--- config.mk ---
export PLATFORM = sky130hd
export DESIGN_NAME = perturb_observe_phase_tracker
export DESIGN_NICKNAME = d
export VERILOG_FILES = /design/src/hdl/pot_pkg.sv /design/src/hdl/pot_alu.sv /design/src/hdl/pot_ctrl.sv /design/src/hdl/perturb_observe_phase_tracker.sv
export SDC_FILE = /design/constraint.sdc
export NUM_CORES = 2
export LEC_CHECK = 0
export BUFFER_PORTS_ARGS = -buffer_cell sky130_fd_sc_hd__buf_2
export CELL_PAD_IN_SITES_DETAIL_PLACEMENT = 1
export CELL_PAD_IN_SITES_GLOBAL_PLACEMENT = 2
export CORE_ASPECT_RATIO = 0.8
export CORE_MARGIN = 3
export CORE_UTILIZATION = 39
export DETAILED_ROUTE_END_ITERATION = 16
export GPL_ROUTABILITY_DRIVEN = 0
export MAX_ROUTING_LAYER = met4
export PLACE_DENSITY_LB_ADDON = 0.1
export SLEW_MARGIN = 40
export SYNTH_ARGS = -nofsm -noshare
export SYNTH_HDL_FRONTEND = slang
export SYNTH_SLANG_ARGS = --single-unit
--- constraint.sdc ---
create_clock -name clk_i -period 14.5 [get_ports clk_i]
set_input_delay 1.45 -clock clk_i [delete_from_list [all_inputs] [get_ports clk_i]]
set_output_delay 1.45 -clock clk_i [all_outputs]
set_load 0.1 [all_outputs]
--- src/hdl/pot_pkg.sv ---
// ---------------------------------------------------------------------------
// pot_pkg
// Shared types and constants of the perturb-and-observe phase tracker.
// ---------------------------------------------------------------------------
package pot_pkg;

  localparam int unsigned SampleBits    = 12;
  localparam int unsigned PhaseFracBits = 8;
  localparam int unsigned MaxWindowDef  = 1023;

  localparam int unsigned CfgW      = 24;
  localparam int unsigned CfgAddrW  = 3;
  localparam int unsigned SpuW      = 10;
  localparam int unsigned StepW     = 16;
  localparam int unsigned PhaseW    = 24;
  localparam int unsigned BaseW     = 23;
  localparam int unsigned FineW     = 8;
  localparam int unsigned CoarseW   = 16;
  localparam int unsigned PhaseExtW = 26;
  localparam int unsigned InDataW   = 24;
  localparam int unsigned OutDataW  = 48;
  localparam int unsigned OutUserW  = 4;

  localparam logic [SpuW-1:0]   SpuRst   = SpuW'(50);
  localparam logic [StepW-1:0]  StepRst  = StepW'(256);
  localparam logic [PhaseW-1:0] LowRst   = PhaseW'(0);
  localparam logic [PhaseW-1:0] HighRst  = PhaseW'(51200);
  localparam logic [BaseW-1:0]  BaseRst  = BaseW'(51200);
  localparam logic [FineW-1:0]  FineRst  = FineW'(60);

  typedef enum logic [CfgAddrW-1:0] {
    REG_SPU   = 3'd0,
    REG_STEP  = 3'd1,
    REG_LOW   = 3'd2,
    REG_HIGH  = 3'd3,
    REG_BASE  = 3'd4,
    REG_FINE  = 3'd5
  } reg_idx_e;

  typedef enum logic [3:0] {
    ST_IDLE,
    ST_ACC_V,
    ST_ACC_I,
    ST_MUL,
    ST_CMP_P,
    ST_CMP_I,
    ST_CMP_V,
    ST_STEP,
    ST_CHK_HI,
    ST_CHK_LO,
    ST_DIFF,
    ST_FINE,
    ST_COARSE,
    ST_DONE
  } step_e;

  typedef struct packed {
    step_e step;
    logic  s_ready;
  } ctrl_t;

  typedef struct packed {
    logic in_valid;
    logic window_done;
    logic out_free;
  } stat_t;

endpackage

--- src/hdl/pot_alu.sv ---
// ---------------------------------------------------------------------------
// pot_alu
// Shared add/subtract unit with signed less/greater flags.
// ---------------------------------------------------------------------------
module pot_alu #(
  parameter int unsigned Width = 45
) (
  input  logic [Width-1:0] a_i,
  input  logic [Width-1:0] b_i,
  input  logic             sub_i,
  output logic [Width-1:0] res_o,
  output logic             lt_o,
  output logic             gt_o
);

  assign res_o = a_i + (sub_i ? ~b_i : b_i) + Width'(sub_i);
  assign lt_o  = res_o[Width-1];
  assign gt_o  = !res_o[Width-1] && (|res_o);

endmodule

--- src/hdl/pot_ctrl.sv ---
// ---------------------------------------------------------------------------
// pot_ctrl
// Sequencer stepping the shared unit through accumulate and tracking steps.
// ---------------------------------------------------------------------------
module pot_ctrl (
  input  logic           clk_i,
  input  logic           rst_ni,
  input  pot_pkg::stat_t stat_i,
  output pot_pkg::ctrl_t ctrl_o
);

  import pot_pkg::*;

  step_e state_q, state_d;

  always_ff @(posedge clk_i or negedge rst_ni) begin
    if (!rst_ni) begin
      state_q <= ST_IDLE;
    end else begin
      state_q <= state_d;
    end
  end

  always_comb begin
    state_d        = state_q;
    ctrl_o.step    = state_q;
    ctrl_o.s_ready = (state_q == ST_IDLE);
    case (state_q)
      ST_IDLE:   if (stat_i.in_valid) state_d = ST_ACC_V;
      ST_ACC_V:  state_d = ST_ACC_I;
      ST_ACC_I:  state_d = stat_i.window_done ? ST_MUL : ST_IDLE;
      ST_MUL:    state_d = ST_CMP_P;
      ST_CMP_P:  state_d = ST_CMP_I;
      ST_CMP_I:  state_d = ST_CMP_V;
      ST_CMP_V:  state_d = ST_STEP;
      ST_STEP:   state_d = ST_CHK_HI;
      ST_CHK_HI: state_d = ST_CHK_LO;
      ST_CHK_LO: state_d = ST_DIFF;
      ST_DIFF:   state_d = ST_FINE;
      ST_FINE:   state_d = ST_COARSE;
      ST_COARSE: state_d = ST_DONE;
      ST_DONE:   if (stat_i.out_free) state_d = ST_IDLE;
      default:   state_d = ST_IDLE;
    endcase
  end

endmodule

--- src/hdl/perturb_observe_phase_tracker.sv ---
// ---------------------------------------------------------------------------
// perturb_observe_phase_tracker
// Window power tracking with perturb-and-observe phase stepping.
// ---------------------------------------------------------------------------
//  channel  | dir | handshake               | payload
//  s_axis   | in  | tvalid/tready           | tdata: voltage, current samples
//  m_axis   | out | tvalid/tready           | tdata: shift word, phase; tuser: flags
//  cfg      | in  | cfg_we_i, no back-press | cfg_addr_i, cfg_wdata_i
//
// A sample pair passes accept, voltage add and current add in turn through
// the single shared adder. A window-closing pair then adds a multiply,
// then compares, phase step, wrap checks and word build on the same adder.
// Reset restores register defaults and clears sums, phase and history.
// A full output register stalls the last step until the item is taken.
// ---------------------------------------------------------------------------
module perturb_observe_phase_tracker #(
  parameter int unsigned MaxWindow = pot_pkg::MaxWindowDef
) (
  input  logic                          clk_i,
  input  logic                          rst_ni,
  input  logic                          s_axis_tvalid,
  output logic                          s_axis_tready,
  // [11:0] voltage_sample, [23:12] current_sample
  input  logic [pot_pkg::InDataW-1:0]   s_axis_tdata,
  output logic                          m_axis_tvalid,
  input  logic                          m_axis_tready,
  // [23:0] shift_word, [47:24] phase_position
  output logic [pot_pkg::OutDataW-1:0]  m_axis_tdata,
  // [0] power_rose, [1] current_rose, [2] voltage_rose, [3] moving_up
  output logic [pot_pkg::OutUserW-1:0]  m_axis_tuser,
  input  logic                          cfg_we_i,
  input  logic [pot_pkg::CfgAddrW-1:0]  cfg_addr_i,
  input  logic [pot_pkg::CfgW-1:0]      cfg_wdata_i
);

  import pot_pkg::*;

  localparam int unsigned CntW = (MaxWindow > 1) ? $clog2(MaxWindow + 1) : 1;
  localparam int unsigned SumW = SampleBits + CntW;
  localparam int unsigned PowW = 2 * SumW;
  localparam int unsigned AluW = ((PowW > PhaseExtW) ? PowW : PhaseExtW) + 1;
  localparam int unsigned CmpW = ((CntW > SpuW) ? CntW : SpuW) + 1;

  // configuration
  logic [SpuW-1:0]          spu_q;
  logic [StepW-1:0]         step_q;
  logic signed [PhaseW-1:0] low_q, high_q;
  logic [BaseW-1:0]         base_q;
  logic [FineW-1:0]         fsteps_q;

  // state
  logic [SampleBits-1:0]    vin_q, iin_q;
  logic [SumW-1:0]          vsum_q, isum_q, last_v_q, last_i_q;
  logic [CntW-1:0]          cnt_q;
  logic [PowW-1:0]          power_q, last_power_q;
  logic signed [PhaseW-1:0] phase_q;
  logic                     dir_q, prose_q, pfell_q, irose_q, vrose_q, hiw_q;
  logic signed [PhaseExtW-1:0] p_q, v_q;
  logic [FineW-1:0]         fine_q, fine_out_q;
  logic [CoarseW-1:0]       coarse_q;
  logic                     out_valid_q;
  logic [OutDataW-1:0]      out_data_q;
  logic [OutUserW-1:0]      out_user_q;

  ctrl_t ctrl;
  stat_t stat;

  logic [AluW-1:0] alu_a, alu_b, alu_res;
  logic            alu_sub, alu_lt, alu_gt;
  logic            dir_new, moved;
  logic [CmpW-1:0] cnt_inc, len_eff;
  logic [PhaseFracBits+FineW-1:0] fine_prod;

  always_comb begin
    if (spu_q == '0) begin
      len_eff = CmpW'(1);
    end else if (CmpW'(spu_q) > CmpW'(MaxWindow)) begin
      len_eff = CmpW'(MaxWindow);
    end else begin
      len_eff = CmpW'(spu_q);
    end
  end

  assign cnt_inc = CmpW'(cnt_q) + CmpW'(1);

  assign stat.in_valid    = s_axis_tvalid;
  assign stat.window_done = (cnt_inc >= len_eff);
  assign stat.out_free    = !out_valid_q || m_axis_tready;

  pot_ctrl u_ctrl (
    .clk_i  (clk_i),
    .rst_ni (rst_ni),
    .stat_i (stat),
    .ctrl_o (ctrl)
  );

  assign dir_new = pfell_q ? !dir_q : dir_q;
  assign moved   = prose_q || pfell_q;

  always_comb begin
    alu_a   = '0;
    alu_b   = '0;
    alu_sub = 1'b0;
    case (ctrl.step)
      ST_ACC_V: begin
        alu_a = AluW'(vsum_q);
        alu_b = AluW'(vin_q);
      end
      ST_ACC_I: begin
        alu_a = AluW'(isum_q);
        alu_b = AluW'(iin_q);
      end
      ST_CMP_P: begin
        alu_a   = AluW'(power_q);
        alu_b   = AluW'(last_power_q);
        alu_sub = 1'b1;
      end
      ST_CMP_I: begin
        alu_a   = AluW'(isum_q);
        alu_b   = AluW'(last_i_q);
        alu_sub = 1'b1;
      end
      ST_CMP_V: begin
        alu_a   = AluW'(vsum_q);
        alu_b   = AluW'(last_v_q);
        alu_sub = 1'b1;
      end
      ST_STEP: begin
        alu_a   = AluW'(phase_q);
        alu_b   = moved ? AluW'(step_q) : '0;
        alu_sub = moved && !dir_new;
      end
      ST_CHK_HI: begin
        alu_a   = AluW'(p_q);
        alu_b   = AluW'(high_q);
        alu_sub = 1'b1;
      end
      ST_CHK_LO: begin
        alu_a   = AluW'(p_q);
        alu_b   = AluW'(low_q);
        alu_sub = 1'b1;
      end
      ST_DIFF: begin
        alu_a   = AluW'(base_q);
        alu_b   = AluW'(phase_q);
        alu_sub = 1'b1;
      end
      ST_COARSE: begin
        alu_a = AluW'(v_q >>> PhaseFracBits);
        alu_b = AluW'(fine_q != '0);
      end
      default: ;
    endcase
  end

  pot_alu #(
    .Width (AluW)
  ) u_alu (
    .a_i   (alu_a),
    .b_i   (alu_b),
    .sub_i (alu_sub),
    .res_o (alu_res),
    .lt_o  (alu_lt),
    .gt_o  (alu_gt)
  );

  assign fine_prod = (PhaseFracBits+FineW)'(v_q[PhaseFracBits-1:0])
                   * (PhaseFracBits+FineW)'(fsteps_q);

  // configuration registers
  always_ff @(posedge clk_i or negedge rst_ni) begin
    if (!rst_ni) begin
      spu_q    <= SpuRst;
      step_q   <= StepRst;
      low_q    <= LowRst;
      high_q   <= HighRst;
      base_q   <= BaseRst;
      fsteps_q <= FineRst;
    end else if (cfg_we_i) begin
      case (reg_idx_e'(cfg_addr_i))
        REG_SPU:  spu_q    <= cfg_wdata_i[SpuW-1:0];
        REG_STEP: step_q   <= cfg_wdata_i[StepW-1:0];
        REG_LOW:  low_q    <= cfg_wdata_i[PhaseW-1:0];
        REG_HIGH: high_q   <= cfg_wdata_i[PhaseW-1:0];
        REG_BASE: base_q   <= cfg_wdata_i[BaseW-1:0];
        REG_FINE: fsteps_q <= cfg_wdata_i[FineW-1:0];
        default: ;
      endcase
    end
  end

  // tracking state
  always_ff @(posedge clk_i or negedge rst_ni) begin
    if (!rst_ni) begin
      vsum_q       <= '0;
      isum_q       <= '0;
      cnt_q        <= '0;
      last_v_q     <= '0;
      last_i_q     <= '0;
      last_power_q <= '0;
      phase_q      <= '0;
      dir_q        <= 1'b1;
      out_valid_q  <= 1'b0;
    end else begin
      if ((ctrl.step == ST_DONE) && stat.out_free) begin
        out_valid_q <= 1'b1;
      end else if (m_axis_tready) begin
        out_valid_q <= 1'b0;
      end
      case (ctrl.step)
        ST_ACC_V: vsum_q <= alu_res[SumW-1:0];
        ST_ACC_I: begin
          isum_q <= alu_res[SumW-1:0];
          cnt_q  <= stat.window_done ? '0 : cnt_inc[CntW-1:0];
        end
        ST_STEP:  dir_q <= dir_new;
        ST_CHK_LO: phase_q <= (!hiw_q && alu_lt) ? high_q : p_q[PhaseW-1:0];
        ST_DONE: begin
          if (stat.out_free) begin
            last_v_q     <= vsum_q;
            last_i_q     <= isum_q;
            last_power_q <= power_q;
            vsum_q       <= '0;
            isum_q       <= '0;
          end
        end
        default: ;
      endcase
    end
  end

  // payload and step results
  always_ff @(posedge clk_i) begin
    if (ctrl.s_ready && s_axis_tvalid) begin
      vin_q <= s_axis_tdata[SampleBits-1:0];
      iin_q <= s_axis_tdata[2*SampleBits-1:SampleBits];
    end
    case (ctrl.step)
      ST_MUL:   power_q <= PowW'(vsum_q) * PowW'(isum_q);
      ST_CMP_P: begin
        prose_q <= alu_gt;
        pfell_q <= alu_lt;
      end
      ST_CMP_I: irose_q <= alu_gt;
      ST_CMP_V: vrose_q <= alu_gt;
      ST_STEP:  p_q <= alu_res[PhaseExtW-1:0];
      ST_CHK_HI: begin
        hiw_q <= alu_gt;
        if (alu_gt) p_q <= PhaseExtW'(low_q);
      end
      ST_DIFF:  v_q <= alu_res[PhaseExtW-1:0];
      ST_FINE:  fine_q <= fine_prod[PhaseFracBits +: FineW];
      ST_COARSE: begin
        coarse_q   <= alu_res[CoarseW-1:0];
        fine_out_q <= (fine_q != '0) ? (fsteps_q - fine_q) : '0;
      end
      ST_DONE: begin
        if (stat.out_free) begin
          out_data_q <= {phase_q, coarse_q, fine_out_q};
          out_user_q <= {dir_q, vrose_q, irose_q, prose_q};
        end
      end
      default: ;
    endcase
  end

  assign s_axis_tready = ctrl.s_ready;
  assign m_axis_tvalid = out_valid_q;
  assign m_axis_tdata  = out_data_q;
  assign m_axis_tuser  = out_user_q;

endmodule

; After elaboration in Yosys (flattened, before gate mapping)
; Index checks and enable logic that the tools add are counted.
; W data, S select, Z words.
[word_totals]
in_bits = 56
word_cells = 116
regBits = 486
out_inout_bits = 54
[classes]
bitwise = 1
reduce_logical = 36
n_eq_ne = 21
multipliers = 2
n_addsub = 4
mux = 20
n_lt_le_gt_ge = 1
[ops]
columns = operator, n
row1 = $pmux W45 S10, 1
row2 = $pmux W45 S7, 1
row3 = $pmux W22 S2, 2
row4 = $pmux W4 S14, 1
row5 = $pmux W26 S2, 1
row6 = $add A45 B1 Y45, 1
row7 = $add A45 B45 Y45, 1
row8 = $mux W45, 1
row9 = $not A45 Y45, 1
row10 = $reduce_or A45 Y1, 1
row11 = $mul A22 B22 Y44, 1
row12 = $mux W26, 1
row13 = $eq A4 B4 Y1 const B, 6
row14 = $mux W24, 1
row15 = $mux W22, 1
row16 = $reduce_and A2 Y1, 11
row17 = $mux W10, 2
row18 = $eq A4 B3 Y1 const B, 4
row19 = $mul A8 B8 Y16, 1
row20 = $mux W16, 1
row21 = $add A10 B1 Y11 const B, 1
row22 = $ge A11 B11 Y1, 1
row23 = $logic_not A10 Y1, 1
row24 = $eq A4 B2 Y1 const B, 2
row25 = other kinds (19), 40

; Depth between registers and ports, before layout
[logic_depth]
ltp_word = 12
depth_mapped = 27
ltp_nobuf = 26

; Modules after synthesis
; Synthesis repeated with hierarchy kept, for this count alone.
[unflattened]
hier_cells = 4124
hier_area_um2 = 40916.7
[by_module_without_submodules]
columns = module, seq_area_each_um2, instances, area_per_inst_um2, cells_per_inst
row1 = perturb_observe_phase_tracker, 13126.3, 1, 37588.6, 3659
row2 = pot_alu, 0.0, 1, 3081.7, 435
row3 = pot_ctrl, 100.1, 1, 246.5, 30

; Worst setup path after synthesis
; No wires, ideal clock.
[synth_timing]
path_kind = register -> register
start = reg isum_q[1]
end = reg power_q[42], data pin
path_stages_with_launch = 27
path_slack_ns = 7.426
arrival_time_ns = 6.808
setup_time_ns = 0.266
required_time_ns = 14.234
n_path_buf = 2
synth_period_minus_slack_ns = 7.074
cell_sequence = dfrtp_1 > clkbuf_1 > clkbuf_1 > nand2_1 > fa_1 > fa_1 > fa_1 > inv_1 > fa_1 > inv_1 > fa_1 > inv_1 > fa_1 > fa_1 > ha_1 > a21o_1 > a21o_1 > a21oi_1 > o21a_1 > o31ai_1 > a211o_1 > a221o_1 > nand3_1 > nand2_1 > a2111oi_0 > nor3_1 > xor2_1
[synth_via]
elab_chain_len = 1
[synth_rtl]
columns = element, line
row1 = "start, declared", perturb_observe_phase_tracker.sv:53  ; logic [SumW-1:0] vsum_q, isum_q, last_v_q, last_i_q;
row2 = "start signal, assigned", perturb_observe_phase_tracker.sv:213  ; isum_q <= alu_res[SumW-1:0];
row3 = $mul A22 B22 Y44, perturb_observe_phase_tracker.sv:239  ; ST_MUL: power_q <= PowW'(vsum_q) * PowW'(isum_q);
row4 = "end signal, assigned", perturb_observe_phase_tracker.sv:239
row5 = "end, declared", perturb_observe_phase_tracker.sv:55  ; logic [PowW-1:0] power_q, last_power_q;
; Every way passes these cells.
; A chain may end at the register's enable or synchronous reset.

; Worst setup path after layout
[layout_timing]
start = reg u_ctrl.state_q[3]
end = reg p_q[11], enable pin
[layout_via]
elab_chain_len = 10
word_cells_on_any_way = 27
cone_classes = 2 x add/sub / 11 x eq/ne / 4 x mux / 1 x bitwise / 9 x reduce/logical
[layout_rtl]
columns = element, line
row1 = "start, declared", pot_ctrl.sv:14  ; step_e state_q, state_d;
row2 = "start signal, assigned", pot_ctrl.sv:20  ; state_q <= state_d;
row3 = "$eq A4 B3 Y1, or another cell as far along", perturb_observe_phase_tracker.sv:104  ; case (ctrl.step)
row4 = $reduce_or A6 Y1 (no line) / $pmux W45 S10 (equally long branches), n/a
row5 = $pmux W1 S2 / $not A45 Y45 (equally long branches), "perturb_observe_phase_tracker.sv:104, pot_alu.sv:16"
row6 = $mux W45, pot_alu.sv:16  ; assign res_o = a_i + (sub_i ? ~b_i : b_i) + Width'(sub_i);
row7 = $add A45 B45 Y45, pot_alu.sv:16
row8 = $add A45 B1 Y45, pot_alu.sv:16
row9 = $reduce_or A45 Y1 / $logic_not A1 Y1 (equally long branches), pot_alu.sv:18  ; assign gt_o = !res_o[Width-1] && (|res_o);
row10 = $logic_and A1 B1 Y1, pot_alu.sv:18
row11 = $ne A2 B2 Y1 (no line), n/a
row12 = $reduce_and A2 Y1 (no line) (*), n/a
row13 = "end signal, assigned", perturb_observe_phase_tracker.sv:246  ; ST_STEP: p_q <= alu_res[PhaseExtW-1:0];
row14 = "end signal, assigned", perturb_observe_phase_tracker.sv:249  ; if (alu_gt) p_q <= PhaseExtW'(low_q);
row15 = "end, declared", perturb_observe_phase_tracker.sv:58  ; logic signed [PhaseExtW-1:0] p_q, v_q;
; Mark *: on every way between the ends. The rest lies on a longest branch, timed or not.

==> results.toml <==
[yosys]
syn_area_um2 = 40900
synth-edff-count = 209
avgSynthCellArea_um2 = 9.79
synth_nets = 4920
ys_seq_area_share_pct = 32.3
synth_seq_cells = 486
synth_ff_type = "dfrtp_1"
yosysWarnings = 0
yosysTopAreaCell = "fa_1"
async_flop_share_pct = 57.0
synth_cell_types = 84
synth_top_cell_area_share_pct = 21.2
syn_inst = 4177
synth.area.top_cells = "fa_1 21%, dfrtp_1 16%, edfxtp_1 15%"

[setup_path]
path_cells = "nand2b_1 > nor2_2 > buf_4 > a22o_1 > a221oi_1 > nand3_1 > a21oi_1 > xnor2_1 > ha_1 > o21ai_0 > a211oi_1 > o211ai_2 > o211a_1 > o311a_1 > xnor2_1 > or4_1 > nor4b_1 > nor4b_1 > nand4_1 > o21bai_2 > o22ai_4 > buf_4"
r2r-end = "p_q[11]"
cpPeakStageDelay_ps = 860
r2r_cells = 22
crit_start = "u_ctrl.state_q[3]"
cp_data_arrival_time_ps = 8530
critPathSlowestCell = "dfrtp_1"
crit_path_end = "p_q[11]"
worst-path-buf-inv = 2
reg2reg_slack_ps = 6260
start_kind = "flop"
crit_family = "compound AO/OA/AOI/OAI gates"
crit_path_max_fanout = 24
end_kind = "flop"
r2r_start = "u_ctrl.state_q[3]"
cp.depth = 22
path_class = "flop to flop"
required_ps = 14790

[cts]
cts_sinks = 486
htree_levels = 2
clock_path_buffers = 3
cts-resized-gates = 0
cts.clk_slew.worst_paths_ps = 60
worstSkewPairLatency_ps = 650
cts_tree = "built"
cts_hold_buf = 0
cts_setup_buffers = 0
clockRootBuffer = "clkbuf_16"
cts_buffers = 54

[floorplanning]
start_util_pct = 39.6
placementRows = 105
coreArea_um2 = 103000
dieHeight_um = 296
die-area_um2 = 109000
die_w_um = 368
io_pins = 110

[worst_hold_path]
hold_path_class = "flop to flop"
hp-start = "coarse_q[6]"

[sta]
period_needed_ps = 8240
finalSetupTns_ps = 0
rsz0062_at_grt = "false"
worst_slew_pin_slew_ps = 866
fin_crit_sh_pct = 56.8
finalHoldViolations = 0
relSlewSlack_pct = 42.2
final_max_slew_viol_count = 0
fmaxAchievable_mhz = 121
finalSetupViolCount = 0
fin_skew_ps = 67.1

[route]
routedLengthMet1_um = 68500
wl_per_cell_um = 25.4
vias_per_cell = 5.54
num_vias = 31300
top_layer_used = "met4"
route.met2.wl_um = 64800
final_antenna_net_count = 0
dr.pass1.iters = 9
initialDrtViolationCount = 2525
wl_um = 143000
drcViolationCount = 0
dr_wl_met3_um = 7900

[cells_and_area]
area_growth_pct = 10.3
drive_above_1_share_pct = 10.7
final_nets = 4943

[run_status]
outcome = "complete, no violations"

[grt]
grt_start_max_net_pins = 91
grt_pass1_wl_um = 220000
grt_usage_pct = 27.6
grt-ovfl-total = 0
grt_pass1_vias = 32800
antenna_found_initial = 3

[job]
cap_violations = 0

[placed_design]
dpl.hpwl_um = 106000
portBuffers = 109
routing by layer:
layer	global-route usage, %	vias up
li1	-	13800
met1	39.9	16400
met2	42.8	871
met3	2.96	146
met4	4.15	0
met5	-	-
placed cells by master (no fill, tap or decap), drive strengths merged, types with 6 or more instances in the layout:
master / instances
nor3: 35
o211ai: 11
clkinvlp: 7
clkbuf: 71
a22o: 18
a21oi: 177
dfstp: 15
inv: 505
nor4: 7
ha: 253
nand3: 105
dfrtp: 262
nand2b: 23
a22oi: 46
a21o: 49
o21a: 11
o21ai: 134
nand3b: 7
a31oi: 11
nor2: 117
nand4: 22
fa: 434
nand2: 769
edfxtp: 209
and2: 285
buf: 199
mux2i: 28
clkinv: 18
xnor2: 76
or4: 6
mux2: 97
a211oi: 17
nor2b: 7
a222oi: 41
and3: 9
a221oi: 24
o21bai: 17
xor2: 36
synth_stat cells, types with 28 or more instances:
cell type    n
nand3_1    105
mux2_2      97
nor2_1     117
and2_1     285
dfrtp_1    262
nand2_1    768
clkbuf_1   204
a21o_1      49
fa_1       434
xnor2_1     75
a22oi_1     46
o21ai_0    132
ha_1       253
xor2_1      36
mux2i_1     28
a222oi_1    41
inv_1      501
a21oi_1    177
edfxtp_1   209
nor3_1      34
state kept, by name, summed over array words and instances, names as in the netlist, 12 cells and up:
register      count
m_axis_tdata     48
last_power_q     44
power_q          44
p_q              26
v_q              26
high_q           24
low_q            24
phase_q          24
base_q           23
isum_q           22
last_i_q         22
last_v_q         22
vsum_q           22
coarse_q         16
step_q           16
iin_q            12
vin_q            12
logic make-up (layout without fill, tap and decap cells):
group | Yosys count | in the layout | synth area share [%]
buffers and inverters | 734 | 803 | 6.84
and+or+nand+nor | 1428 | 1428 | 16.3
muxes | 125 | 125 | 3.36
AOI/OAI and AO/OA | 605 | 605 | 9.80
xor gates and xnor gates | 112 | 112 | 2.42
other | 0 | 5 | 0
DFF | 486 | 486 | 32.3
adders and majority gates | 687 | 687 | 29.0
per-stage QoR:
stage | hold WS, ps | worst slack (ps) | util, % | area [um^2] | cells
2_1_floorplan | 400 | 7430 | - | 40900 | 4177
3_3_place_gp | 404 | 6500 | 41.7 | 43100 | 5531
3_5_place_dp | 406 | 6510 | 41.9 | 43200 | 5533
4_1_cts | 420 | 6490 | 43.6 | 45000 | 5635
5_1_grt | 428 | 5900 | 43.7 | 45100 | 5637
6_report | 418 | 6260 | 43.7 | 45100 | 5642
final cells by class:
cell class                      instances  area, um^2
Clock buffer                           71        1530
Timing Repair Buffer                  199        1300
Tap cell                             1391        1740
Multi-Input combinational cell       2957       25100
Fill cell                           11600       58100
Clock inverter                         31         303
Sequential cell                       486       13200
Inverter                              502        1890
Antenna cell                            5        12.5
worst register-to-register path: stages (launching register included):
cell	delay (ps)
dfrtp_1	860
nand2b_1	660
nor2_2	320
buf_4	350
a22o_1	230
a221oi_1	230
nand3_1	110
a21oi_1	290
xnor2_1	170
ha_1	410
o21ai_0	140
a211oi_1	430
o211ai_2	300
o211a_1	350
o311a_1	450
xnor2_1	160
or4_1	440
nor4b_1	290
nor4b_1	570
nand4_1	320
o21bai_2	370
o22ai_4	130
buf_4	320
how the worst min path moves through the flow:
stage / endpoint / slack (ps) / depth (start not counted)
floorplan: m_axis_tdata[0] / 400 / 0
global placement: m_axis_tdata[3] / 400 / 0
detailed placement: m_axis_tdata[19] / 410 / 0
CTS: m_axis_tdata[14] / 420 / 0
global route: m_axis_tdata[14] / 430 / 0
finish: m_axis_tdata[14] / 420 / 0
Power is left out: the tool's default activity adds up to more than one toggle a clock period on the data nets, which glitch-free logic cannot reach.
